$ cat src/design/dbm_pkg.sv
// Shared types and constants for the two-wire debug byte master.
package dbm_pkg;

	localparam logic [15:0] HALF_PERIOD_RESET = 16'd4;

	typedef enum logic [1:0] {
		OP_NONE  = 2'd0,
		OP_WRITE = 2'd1,
		OP_READ  = 2'd2,
		OP_IDLE  = 2'd3
	} op_t;

	typedef enum logic [9:0] {
		PH_IDLE    = 10'b00_0000_0001,
		PH_START_A = 10'b00_0000_0010,
		PH_START_B = 10'b00_0000_0100,
		PH_START_C = 10'b00_0000_1000,
		PH_BIT_LO  = 10'b00_0001_0000,
		PH_BIT_HI  = 10'b00_0010_0000,
		PH_STOP_LO = 10'b00_0100_0000,
		PH_STOP_HI = 10'b00_1000_0000,
		PH_IDL_LO  = 10'b01_0000_0000,
		PH_IDL_HI  = 10'b10_0000_0000
	} phase_t;

	typedef struct packed {
		logic [1:0] func;
		logic       with_start;
		logic [7:0] byte_out;
		logic       stop_level;
		logic [7:0] idle_count;
		logic       data_in;
	} req_t;

	typedef struct packed {
		logic       clock_line;
		logic       data_line;
		logic       data_drive;
		logic       busy_res;
		logic       read_valid;
		logic [7:0] read_byte;
		logic       rejected;
	} res_t;

	typedef struct packed {
		phase_t      phase;
		logic [15:0] div_cnt;
		logic [2:0]  bit_idx;
		logic [7:0]  shift;
		op_t         op;
		logic        stop_bit;
		logic [7:0]  idle_rem;
		logic        clk_lvl;
		logic        data_lvl;
		logic        drive;
	} state_t;

endpackage

$ cat src/design/dbm_req_if.sv
// Request and result channel interfaces with valid/ready handshake.
interface dbm_req_if;
	logic          valid;
	logic          ready;
	dbm_pkg::req_t payload;

	modport source (output valid, output payload, input ready);
	modport sink (input valid, input payload, output ready);
endinterface

interface dbm_res_if;
	logic          valid;
	logic          ready;
	dbm_pkg::res_t payload;

	modport source (output valid, output payload, input ready);
	modport sink (input valid, input payload, output ready);
endinterface

$ cat src/design/dbm_engine.sv
// Line state machine: serial clock divider, phase sequencing and byte shifting.
module dbm_engine (
	input  logic          clk,
	input  logic          arst_n,
	input  logic          adv,
	input  logic [15:0]   half,
	input  dbm_pkg::req_t item,
	output dbm_pkg::res_t result
);

	localparam dbm_pkg::state_t STATE_RESET = '{
		phase:    dbm_pkg::PH_IDLE,
		div_cnt:  16'd0,
		bit_idx:  3'd0,
		shift:    8'd0,
		op:       dbm_pkg::OP_NONE,
		stop_bit: 1'b0,
		idle_rem: 8'd0,
		clk_lvl:  1'b1,
		data_lvl: 1'b1,
		drive:    1'b1
	};

	dbm_pkg::state_t cur_q;
	dbm_pkg::state_t nxt;
	dbm_pkg::phase_t tgt;
	dbm_pkg::op_t    func_op;
	logic            do_enter;
	logic            do_finish;
	logic            rd_done;
	logic            rej;

	assign func_op = dbm_pkg::op_t'(item.func);

	always_comb begin
		nxt       = cur_q;
		tgt       = dbm_pkg::PH_IDLE;
		do_enter  = 1'b0;
		do_finish = 1'b0;
		rd_done   = 1'b0;
		rej       = 1'b0;
		if (cur_q.op != dbm_pkg::OP_NONE) begin
			rej = (func_op != dbm_pkg::OP_NONE);
			if (({1'b0, cur_q.div_cnt} + 17'd1) < {1'b0, half}) begin
				nxt.div_cnt = cur_q.div_cnt + 16'd1;
			end else begin
				unique case (cur_q.phase)
					dbm_pkg::PH_START_A: begin
						do_enter = 1'b1;
						tgt      = dbm_pkg::PH_START_B;
					end
					dbm_pkg::PH_START_B: begin
						do_enter = 1'b1;
						tgt      = dbm_pkg::PH_START_C;
					end
					dbm_pkg::PH_START_C: begin
						do_enter = 1'b1;
						tgt      = dbm_pkg::PH_BIT_LO;
					end
					dbm_pkg::PH_BIT_LO: begin
						if (cur_q.op == dbm_pkg::OP_READ) begin
							nxt.shift = {item.data_in, cur_q.shift[7:1]};
						end
						do_enter = 1'b1;
						tgt      = dbm_pkg::PH_BIT_HI;
					end
					dbm_pkg::PH_BIT_HI: begin
						if (cur_q.op == dbm_pkg::OP_WRITE) begin
							nxt.shift = {1'b0, cur_q.shift[7:1]};
						end
						do_enter = 1'b1;
						if (cur_q.bit_idx == 3'd7) begin
							nxt.bit_idx = 3'd0;
							tgt         = dbm_pkg::PH_STOP_LO;
						end else begin
							nxt.bit_idx = cur_q.bit_idx + 3'd1;
							tgt         = dbm_pkg::PH_BIT_LO;
						end
					end
					dbm_pkg::PH_STOP_LO: begin
						do_enter = 1'b1;
						tgt      = dbm_pkg::PH_STOP_HI;
					end
					dbm_pkg::PH_STOP_HI: begin
						rd_done   = (cur_q.op == dbm_pkg::OP_READ);
						do_finish = 1'b1;
					end
					dbm_pkg::PH_IDL_LO: begin
						do_enter = 1'b1;
						tgt      = dbm_pkg::PH_IDL_HI;
					end
					dbm_pkg::PH_IDL_HI: begin
						nxt.idle_rem = cur_q.idle_rem - 8'd1;
						if (nxt.idle_rem == 8'd0) begin
							do_finish = 1'b1;
						end else begin
							do_enter = 1'b1;
							tgt      = dbm_pkg::PH_IDL_LO;
						end
					end
					default: begin
						do_finish = 1'b1;
					end
				endcase
			end
		end else if (func_op != dbm_pkg::OP_NONE) begin
			nxt.op       = func_op;
			nxt.shift    = (func_op == dbm_pkg::OP_WRITE) ? item.byte_out : 8'd0;
			nxt.stop_bit = item.stop_level;
			nxt.bit_idx  = 3'd0;
			nxt.drive    = 1'b1;
			if (func_op == dbm_pkg::OP_IDLE) begin
				nxt.data_lvl = 1'b1;
				nxt.idle_rem = item.idle_count;
				if (item.idle_count == 8'd0) begin
					do_finish = 1'b1;
				end else begin
					do_enter = 1'b1;
					tgt      = dbm_pkg::PH_IDL_LO;
				end
			end else begin
				do_enter = 1'b1;
				tgt      = item.with_start ? dbm_pkg::PH_START_A : dbm_pkg::PH_BIT_LO;
			end
		end

		if (do_finish) begin
			nxt.phase   = dbm_pkg::PH_IDLE;
			nxt.op      = dbm_pkg::OP_NONE;
			nxt.div_cnt = 16'd0;
			nxt.bit_idx = 3'd0;
		end

		if (do_enter) begin
			nxt.phase   = tgt;
			nxt.div_cnt = 16'd0;
			unique case (tgt)
				dbm_pkg::PH_START_A: begin
					nxt.clk_lvl = 1'b0;
				end
				dbm_pkg::PH_START_B: begin
					nxt.clk_lvl  = 1'b0;
					nxt.data_lvl = 1'b0;
				end
				dbm_pkg::PH_BIT_LO: begin
					nxt.clk_lvl = 1'b0;
					if (nxt.op == dbm_pkg::OP_READ) begin
						nxt.drive = 1'b0;
					end else begin
						nxt.data_lvl = nxt.shift[0];
					end
				end
				dbm_pkg::PH_STOP_LO: begin
					nxt.clk_lvl  = 1'b0;
					nxt.drive    = 1'b1;
					nxt.data_lvl = nxt.stop_bit;
				end
				dbm_pkg::PH_IDL_LO: begin
					nxt.clk_lvl = 1'b0;
				end
				dbm_pkg::PH_START_C, dbm_pkg::PH_BIT_HI, dbm_pkg::PH_STOP_HI,
				dbm_pkg::PH_IDL_HI: begin
					nxt.clk_lvl = 1'b1;
				end
				default: begin
					nxt.clk_lvl = cur_q.clk_lvl;
				end
			endcase
		end
	end

	always_ff @(posedge clk or negedge arst_n) begin
		if (!arst_n) begin
			cur_q <= STATE_RESET;
		end else if (adv) begin
			cur_q <= nxt;
		end
	end

	always_comb begin
		result.clock_line = nxt.clk_lvl;
		result.data_line  = nxt.data_lvl;
		result.data_drive = nxt.drive;
		result.busy_res   = (nxt.op != dbm_pkg::OP_NONE);
		result.read_valid = rd_done;
		result.read_byte  = rd_done ? nxt.shift : 8'd0;
		result.rejected   = rej;
	end

endmodule

$ cat src/design/two_wire_debug_byte_master.sv
// Top level of the two-wire debug byte master with request and result registers.
//
//   Channel  Dir  Handshake      Contents
//   req      in   valid/ready    func, with_start, byte_out, stop_level, idle_count, data_in
//   res      out  valid/ready    clock_line, data_line, data_drive, busy_res, read_valid,
//                                read_byte, rejected
//   cfg      in   write enable   half_period_cycles (16 bits)
//
// Every request yields exactly one result, registered first in the request register and then in the result register.
// A request is taken in every cycle unless the input stalls; the line state machine updates once per request.
// Reset puts both lines high with the data line driven and the half period at HALF_PERIOD_RESET.
// When the result register is full and not taken, the request register holds and
// the input stalls; ready returns as soon as the result moves on.
module two_wire_debug_byte_master (
	input  logic        clk,
	input  logic        arst_n,
	dbm_req_if.sink     req,
	dbm_res_if.source   res,
	input  logic        cfg_we,
	input  logic [15:0] cfg_wdata
);

	logic          valid_s1;
	dbm_pkg::req_t item_s1;
	logic          valid_s2;
	dbm_pkg::res_t result_s2;
	dbm_pkg::res_t result;
	logic [15:0]   half_q;
	logic          adv;

	assign adv       = valid_s1 && (!valid_s2 || res.ready);
	assign req.ready = !valid_s1 || adv;

	always_ff @(posedge clk or negedge arst_n) begin
		if (!arst_n) begin
			half_q <= dbm_pkg::HALF_PERIOD_RESET;
		end else if (cfg_we) begin
			half_q <= cfg_wdata;
		end
	end

	always_ff @(posedge clk or negedge arst_n) begin
		if (!arst_n) begin
			valid_s1 <= 1'b0;
			valid_s2 <= 1'b0;
		end else begin
			if (req.ready) begin
				valid_s1 <= req.valid;
			end
			if (adv) begin
				valid_s2 <= 1'b1;
			end else if (res.ready) begin
				valid_s2 <= 1'b0;
			end
		end
	end

	always_ff @(posedge clk) begin
		if (req.valid && req.ready) begin
			item_s1 <= req.payload;
		end
		if (adv) begin
			result_s2 <= result;
		end
	end

	dbm_engine u_engine (
		.clk    (clk),
		.arst_n (arst_n),
		.adv    (adv),
		.half   (half_q),
		.item   (item_s1),
		.result (result)
	);

	assign res.valid   = valid_s2;
	assign res.payload = result_s2;

endmodule

$ cat src/flat_wrapper.sv
// flat-port wrapper written by rule: the top's interface ports become plain ports
module two_wire_debug_byte_master_flat 
  (clk, arst_n, cfg_we, cfg_wdata, req_valid, req_payload, req_ready, res_valid, res_payload, res_ready);
  dbm_req_if req_i ();
  dbm_res_if res_i ();
  input  logic clk;
  input  logic arst_n;
  input  logic cfg_we;
  input  logic [15:0] cfg_wdata;
  input wire logic [$bits(req_i.valid)-1:0] req_valid;
  input wire logic [$bits(req_i.payload)-1:0] req_payload;
  output wire logic [$bits(req_i.ready)-1:0] req_ready;
  output wire logic [$bits(res_i.valid)-1:0] res_valid;
  output wire logic [$bits(res_i.payload)-1:0] res_payload;
  input wire logic [$bits(res_i.ready)-1:0] res_ready;
  assign req_i.valid = req_valid;
  assign req_i.payload = req_payload;
  assign req_ready = req_i.ready;
  assign res_valid = res_i.valid;
  assign res_payload = res_i.payload;
  assign res_i.ready = res_ready;
  two_wire_debug_byte_master u_core (.clk(clk), .arst_n(arst_n), .req(req_i), .res(res_i), .cfg_we(cfg_we), .cfg_wdata(cfg_wdata));
endmodule
$ cat config.mk
export PLATFORM = sky130hd
export DESIGN_NAME = two_wire_debug_byte_master_flat
export DESIGN_NICKNAME = d
export VERILOG_FILES = /design/src/design/dbm_pkg.sv /design/src/design/dbm_req_if.sv /design/src/design/dbm_engine.sv /design/src/design/two_wire_debug_byte_master.sv /design/src/flat_wrapper.sv
export SDC_FILE = /design/constraint.sdc
export NUM_CORES = 1
export LEC_CHECK = 0
export BUFFER_PORTS_ARGS = -buffer_cell sky130_fd_sc_hd__clkbuf_2
export CORE_ASPECT_RATIO = 0.6
export CORE_MARGIN = 3
export CORE_UTILIZATION = 64
export CTS_CLUSTER_DIAMETER = 50
export DETAILED_ROUTE_END_ITERATION = 8
export PLACE_DENSITY = 0.91
export SYNTH_ARGS = -nofsm -noshare
export SYNTH_HDL_FRONTEND = slang
export SYNTH_SLANG_ARGS = --single-unit
$ cat constraint.sdc
create_clock -name clk -period 8.1 [get_ports clk]
set_input_delay 1.62 -clock clk [delete_from_list [all_inputs] [get_ports clk]]
set_output_delay 1.62 -clock clk [all_outputs]
set_load 0.005 [all_outputs]
* Yosys cells after proc, flatten, opt, wreduce, memory -nomap -nowiden
Cells that the tools add are included.
** Storage, ports and cells
- Register bits after elaboration :: 104
- Input bits :: 42
- Output and inout bits :: 16
- Word-level logic and storage cells :: 140
** Operators by class
- Add/subtract/negate cells :: 4
- Magnitude comparators :: 1
- Eq/ne operators :: 28
- Muxes and demuxes :: 56
- Reduce and logical (&&, ||, !) cells :: 25
** Operators with widths (number)
- $pmux W10 S8 :: 1
- $mux W8 :: 7
- $mux W10 :: 4
- $mux W16 :: 2
- $mux W29 :: 1
- $mux W26 :: 1
- $mux W11 :: 2
- $mux W22 :: 1
- $eq A10 B10 Y1 const B :: 2
- $eq A10 B2 Y1 const B :: 2
- $eq A10 B3 Y1 const B :: 2
- $eq A10 B4 Y1 const B :: 2
- $eq A10 B5 Y1 const B :: 2
- $eq A10 B6 Y1 const B :: 2
- $eq A10 B7 Y1 const B :: 2
- $eq A10 B8 Y1 const B :: 2
- $eq A10 B9 Y1 const B :: 2
- $mux W1 :: 20
- $mux W9 :: 2
- $add A16 B1 Y17 const B :: 1
- $lt A17 B16 Y1 :: 1
- $add A16 B1 Y16 const B :: 1
- $logic_not A8 Y1 :: 2
- $pmux W8 S2 :: 1
- other kinds (27) :: 49

* Longest topological paths before layout
Gate-level depths: netlist of run 1.
- Depth after elaboration :: 11
- Mapped depth :: 17
- Gate-level depth less buffers :: 15

* Modules after synthesis
Synthesis of run 1 repeated with hierarchy kept, for this count alone.
** Second synthesis, totals
- Cell total of the unflattened synthesis :: 590
- Area, all modules :: 6039.5 µm²
** Modules (own cells, without submodules)
- dbm_engine :: instances 1, cells an instance 513, area an instance 4249.1 µm², seq. area each 1281.2 µm²
- two_wire_debug_byte_master :: instances 1, cells an instance 77, area an instance 1790.5 µm², seq. area each 1502.7 µm²

* Worst setup path after synthesis of run 1
No wires, ideal clock.
- Kind :: reg2reg
- Start point :: register u_core.u_engine.cur_q[27] (netlist bit)
- End point :: register u_core.u_engine.cur_q[47] (netlist bit)
- Setup time :: 0.125 ns
- Arrival time :: 3.669 ns
- Required time :: 7.975 ns
- Slack :: 4.306 ns
- Cell stages (with the launch flop) :: 17
- Buffers on the path :: 1
- Clock period less this slack :: 3.794 ns
- Cells stage by stage :: dfrtp_1 -> and3_1 -> and3_1 -> nand3_1 -> nor2_1 -> nand3_1 -> xnor2_1 -> ha_1 -> a21o_1 -> a21oi_1 -> a21o_1 -> a41oi_4 -> or2_1 -> buf_2 -> o211ai_4 -> and2b_4 -> mux2_4
** On the way
- Longest elaborated chain between the ends :: 6
- Elaborated cells between the ends (all ways) :: 11
- Classes of those cells :: 1 x add/sub; 1 x order compare; 7 x mux; 2 x reduce/logical
** RTL lines
- start, declared :: line dbm_engine.sv:24 : dbm_pkg::state_t cur_q;
- start signal, assigned :: line dbm_engine.sv:176 : cur_q <= nxt;
- $add A16 B1 Y17 * :: line dbm_engine.sv:44 : if (({1'b0, cur_q.div_cnt} + 17'd1) < {1'b0, half}) begin
- $lt A17 B16 Y1 * :: line dbm_engine.sv:44
- $mux W1 :: line dbm_engine.sv:44
- $mux W1 :: line dbm_engine.sv:42 : if (cur_q.op != dbm_pkg::OP_NONE) begin
- $reduce_bool A2 Y1 (no line)
- $reduce_and A2 Y1 (no line)
Mark *: on every way between the ends. The rest lies on a longest branch, timed or not.
A chain may end at the register's enable or synchronous reset.

==> impl_metrics.ini, run 1 <==
[global_route]
grt_usage = 0.284
first_global_vias = 4453
overflow = 0
grt_pass1_wl_um = 22300
antenna_found_initial = 0
grt_start_max_net_pins = 70

[worst_setup_path]
reg2reg_slack_ns = 3.10
arrival_ns = 5.09
path_class = flip-flop to flip-flop
critPathLaunchType = flip-flop
cp_max_fo = 10
cp_data_required_time_ns = 8.19
cp-end-kind = flip-flop

[logic_synthesis]
yosysMostFrequentCell = nand2_1
synth_top_family_by_area = simple AND/OR/NAND/NOR gates
synth-adder-area-share = 0.0445
async_flop_share = 0.663
yosysSeqAreaShare = 0.495
synth-simple-area-share = 0.184
syn_nets = 635
netlist_area_um2 = 5630
ys_types = 72
synthTopCellsByArea = dfrtp_1 28%, edfxtp_1 19%, nand2_1 5.1%
synth.avg_cell_area_um2 = 9.82
ys_ff_latch = 104
yosysTopAreaCell = dfrtp_1
synth_compound_area_frac = 0.181
synth_commonest_cells = 77 x nand2_1, 64 x dfrtp_1, 51 x o21ai_0
synthCells = 573
synth-xor-area-share = 0.0296
synth_top_area_frac = 0.285
synth_edf_count = 35
synthMuxAreaShare = 0.0271
yosys_warnings = 0
synthFlopType = dfrtp_1

[timing]
rsz0062_at_grt = false
finalHoldViolations = 0
timing.slew.headroom = 0.358
finClkSkew_ns = 0.00669
max_freq_ghz = 0.200
hold_ws_ns = 0.492
fin_crit_ns = 5.00
setup-tns-final_ns = 0
finalSetupViolations = 0
setup_ws_ns = 3.10
period_share = 0.617
finalMaxSlewViolations = 0
worst-slew-pin-transition_ns = 0.963

[job]
maxCapViolations = 0

[power]
p_leak_nw = 2.71
p_int_uw = 960
power_frac_comb = 0.216
seq_power_share = 0.497
p_per_area_nw_per_um2 = 228
switchingPower_uw = 460
clkPwrFrac = 0.287
p_sw_frac = 0.324
peakVddDrop_v = 0.000120

[floorplanning]
die_x_um = 127
initial_core_util = 0.686
die_area_um2 = 9990
io_pins = 58
fp.dieH_um = 78.6
fp-row-count = 25
core_um2 = 8200

[placement]
dp_slack_ns = 3.13
place_congestion = 0.934
dpl.cell_count = 716
hpwl_um = 9470
io_buffer_count = 57

[clock_tree]
cts_tree = built
cts.sinks = 104
cts-root-buf = clkbuf_16
cts_made_buffers = 9
cts_resized = 0
insertion_delay_ns = 0.36
post_cts_buffers = 0
path_clk_slew_ns = 0.07
h-tree-depth = 3
cts_buffer_depth = 2
hold_buffers = 0

[status]
run_status = finished clean

[drt]
drt-initial-drc-count = 717
drc_errors = 0
firstDrtPassIters = 6
viasPerCell = 6.56
routed_wl_um = 13600
vias = 4804
ant_nets = 0
wire_per_inst_um = 18.5

[layout]
n_fill_cell = 554
syn2layout_area_growth_pct = 10.5
nets = 681
final_cells = 732
utilization = 0.759
drive_gt1_frac = 0.162
diodes = 0

[min_path]
hp-class = flip-flop to flip-flop
[stage by stage]
stage                     area, um^2  power [mW]
after floorplan                 5630       0.907
after global placement          5940       0.979
after detailed placement        5940        1.00
after CTS                       6220        1.41
after global routing            6220        1.49
final                           6220        1.42
[cells in the final DEF, fill, tap and decap left out, drive strengths merged, types with 16 or more instances in the layout]
master,n
inv,26
dfrtp,64
ha,20
o21ai,58
a21oi,18
nor2,47
clkbuf,66
edfxtp,35
a31oi,16
nand2,79
nand3,23
[layer usage]
metal / GRT usage / up-vias / wire length (um)
met5: 0 / - / 0
li1: - / 2165 / -
met4: 0.0632 / 0 / 294
met2: 0.424 / 307 / 6050
met3: 0.0911 / 46 / 1480
met1: 0.409 / 2286 / 5730
[critical path, stage by stage (launching register included)]
cell and delay, ns:
dfrtp_1 0.44, and3_1 0.22, and3_1 0.25, nand3_1 0.20, nor2_1 0.42, nand3_1 0.18, xnor2_1 0.23, ha_1 0.30
a21o_1 0.18, a21oi_1 0.36, a21o_1 0.23, a41oi_4 0.09, o21ai_1 0.76, nor2_1 0.28, a221oi_1 0.48, nand2_1 0.12
[final timing paths]
check	startpoint	to	cells after the start
min reg2reg	u_core.item_s1[9]$_DFFE_PP_	u_core.u_engine.cur_q[11]$_DFFE_PN0P_	1
max	u_core.u_engine.cur_q[27]$_DFFE_PN0P_	u_core.res.payload[12]$_DFFE_PP_	15
max in group asynchronous	arst_n	u_core.u_engine.cur_q[48]$_DFFE_PN0P_	2
max reg2reg	u_core.u_engine.cur_q[27]$_DFFE_PN0P_	u_core.res.payload[12]$_DFFE_PP_	15
min in group asynchronous	arst_n	u_core.half_q[15]$_DFFE_PN0P_	2
min	u_core.item_s1[9]$_DFFE_PP_	u_core.u_engine.cur_q[11]$_DFFE_PN0P_	1
[state kept, by name, summed over array words and instances (netlist names)]
register and cells:
u_core.half_q 16, u_core.valid_s1 1, u_core.res.valid 1, u_core.item_s1 21
u_core.res.payload 14, u_core.u_engine.cur_q 51
[power groups by stage]
| stage | logic [mW] | registers (mW) | clock network [mW] |
|---|---|---|---|
| 4_1_cts | 0.302 | 0.700 | 0.409 |
| 3_3_place_gp | 0.277 | 0.702 | 0 |
| 3_5_place_dp | 0.297 | 0.708 | 0 |
| 5_1_grt | 0.344 | 0.711 | 0.433 |
| 6_report | 0.307 | 0.705 | 0.407 |
| 2_1_floorplan | 0.226 | 0.681 | 0 |
[final cells by class]
cell class / count / area [um^2] / area share
multi-input cells: 419 / 2630 / 0.422
flip-flops and latches: 104 / 2780 / 0.448
inverters: 26 / 97.6 / 0.0157
clock buffers: 10 / 229 / 0.0368
well taps: 108 / 135 / 0.0217
clock inverters: 6 / 46.3 / 0.00744
repair buffers: 59 / 300 / 0.0483
[logic make-up (layout without fill, tap and decap cells)]
| family | after synthesis | count (layout) |
|---|---|---|
| muxes | 14 | 14 |
| AOI/OAI and AO/OA | 152 | 152 |
| and+or+nand+nor | 214 | 214 |
| buffers and inverters | 50 | 101 |
| adders and majority gates | 20 | 20 |
| DFF | 104 | 104 |
| xor gates and xnor gates | 19 | 19 |
Note: power is estimated with default switching activity, not from simulation.
==> inputs of run 2 (changes only) <==
Settings changed: CORE_UTILIZATION 64 to 59, PLACE_DENSITY 0.91 to 0.85.
Clock period 8.1 ns to 4.7 ns, I/O delays scaled along.
==> run 2 against run 1 <==
Setup slack worse by 2.8 ns. Clock skew is 0.0016 ns higher. Utilization is 4.8 points lower. Flip-flop and latch count stayed put. Worst hold slack better by 0.015 ns. Combinational power is 74% higher. Via count is 1.5% lower. Sequential share of layout area is 0.68 points lower. Die area is 7.9% higher. Global-route usage is 2.2 points lower. Largest cell class unchanged.
==> impl_metrics.ini, run 2 (synthesized netlist as in run 1, its figures left out) <==
[status]
run_status = finished clean

[clock_tree]
cts.sinks = 104
path_clk_slew_ns = 0.07
cts_tree = built
cts_buffer_depth = 2
hold_buffers = 0
insertion_delay_ns = 0.35
h-tree-depth = 3
cts_made_buffers = 9
cts-root-buf = clkbuf_16

[worst_setup_path]
cp-end-kind = flip-flop
cp_max_fo = 9
critPathLaunchType = flip-flop
path_class = flip-flop to flip-flop
critPathTopFamily = simple AND/OR/NAND/NOR gates
max_stage_delay_ns = 0.44
path_cells = and3_1 -> and3_1 -> nand3_1 -> nor2_2 -> nand3_1 -> xnor2_1 -> ha_1 -> a21o_1 -> a21oi_1 -> a21o_1 -> a41oi_4 -> or2_1 -> o211ai_4 -> and2b_4 -> mux2_4
cp_data_required_time_ns = 4.93
crit_buf_inv = 0
slowest_stage = or2_1
arrival_ns = 4.68

[power]
peakVddDrop_v = 0.000253
p_per_area_nw_per_um2 = 394
p_leak_nw = 2.75

[floorplanning]
core_um2 = 8880
io_pins = 58
die_x_um = 132
fp.dieH_um = 81.6
fp-row-count = 26
initial_core_util = 0.633
die_area_um2 = 10800

[drt]
firstDrtPassIters = 5
drc_errors = 0
routed_wl_um = 13600
drt-initial-drc-count = 676
ant_nets = 0
wire_per_inst_um = 18.0
viasPerCell = 6.27
vias = 4731

[timing]
max_freq_ghz = 0.225
finalSetupViolations = 0
finalMaxSlewViolations = 0
setup-tns-final_ns = 0
worst-slew-pin-transition_ns = 1.16
finalHoldViolations = 0
timing.slew.headroom = 0.226
fin_crit_ns = 4.45
period_share = 0.947
rsz0062_at_grt = false
finClkSkew_ns = 0.00831

[global_route]
grt_pass1_wl_um = 22300
grt_start_max_net_pins = 50
grt_usage = 0.262
first_global_vias = 4399
overflow = 0
antenna_found_initial = 0

[layout]
reg_top3 = u_core.u_engine.cur_q: 51 flops, u_core.item_s1: 21 flops, u_core.half_q: 16 flops
layout_commonest_cell = nand2_1
nets = 686
diodes = 0
top_register = u_core.u_engine.cur_q
syn2layout_area_growth_pct = 12.3
final_cell_mix = 77 x nand2_1, 64 x dfrtp_1, 56 x clkbuf_2
drive_gt1_frac = 0.172
regArea_um2 = 2780
finalInstanceArea_um2 = 6310
largest_register_ffs = 51
n_fill_cell = 627
multi_input_area_um2 = 2640

[placement]
post_dp_cell_area_um2 = 6000
io_buffer_count = 57
place_congestion = 0.949
hpwl_um = 9550

[min_path]
hp-class = flip-flop to flip-flop

[job]
maxCapViolations = 0
run 2: changes by cell type in the layout (fill, tap and decap cells not counted), sizes merged:
cell	before	now
buf	3	8
clkinvlp	2	1
inv	26	27
clkinv	4	3
bufinv	0	1
run 2: timing repair:
item,in CTS,in global routing
gates resized for setup,0,4
setup endpoints to repair,0,9
setup buffers,0,0
hold endpoints to repair,0,0
run 2: tightest hold or removal path, stage by stage (launching register included):
cell      delay (ns)
dfstp_2         0.37
nand2_1         0.05
o211ai_1        0.07
run 2: per-stage QoR:
step / instances / power [mW] / hold slack [ns] / setup WS [ns] / util
6_report: 755 / 2.49 / 0.506 / 0.251 / 0.711
5_1_grt: 755 / 2.62 / 0.511 / 0.112 / 0.711
4_1_cts: 755 / 2.48 / 0.506 / 0.212 / 0.709
3_5_place_dp: 739 / 1.74 / 0.493 / 0.289 / 0.676
3_3_place_gp: 739 / 1.70 / 0.475 / 0.538 / 0.676
2_1_floorplan: 573 / 1.56 / 0.455 / 0.906 / -
run 2: path summary, 6_finish.rpt:
kind	startpoint	to	slack [ns]	cells after the start
setup / recovery	u_core.u_engine.cur_q[27]$_DFFE_PN0P_	u_core.u_engine.cur_q[47]$_DFFE_PN0P_	0.25	15
hold / removal	u_core.u_engine.cur_q[2]$_DFFE_PN1P_	u_core.u_engine.cur_q[2]$_DFFE_PN1P_	0.51	2
setup reg to reg	u_core.u_engine.cur_q[27]$_DFFE_PN0P_	u_core.u_engine.cur_q[47]$_DFFE_PN0P_	0.25	15
hold reg to reg	u_core.u_engine.cur_q[2]$_DFFE_PN1P_	u_core.u_engine.cur_q[2]$_DFFE_PN1P_	0.51	2
max in group asynchronous	arst_n	u_core.u_engine.cur_q[1]$_DFFE_PN1P_	2.89	2
min in group asynchronous	arst_n	u_core.half_q[15]$_DFFE_PN0P_	0.82	1
run 2: layout make-up:
cell class	count	share of cell area
Clock buffer	10	0.0363
Clock inverter	6	0.0107
Inverter	26	0.0155
Multi-Input combinational cell	419	0.418
Sequential cell	104	0.441
Tap cell	126	0.0250
Timing Repair Buffer	64	0.0535
run 2: routing by layer:
metal,share of wire,vias to the layer above,GRT usage
li1,-,2176,-
met1,0.45,2294,0.370
met2,0.45,240,0.406
met3,0.092,21,0.0685
met4,0.011,0,0.0723
met5,0,-,0
run 2: power by group:
part           internal [mW]  leakage [nW]  switching (mW)
Clock                  0.416         0.141           0.334
Sequential              1.07          1.21           0.131
Combinational          0.222          1.39           0.313
Total                   1.71          2.75           0.778
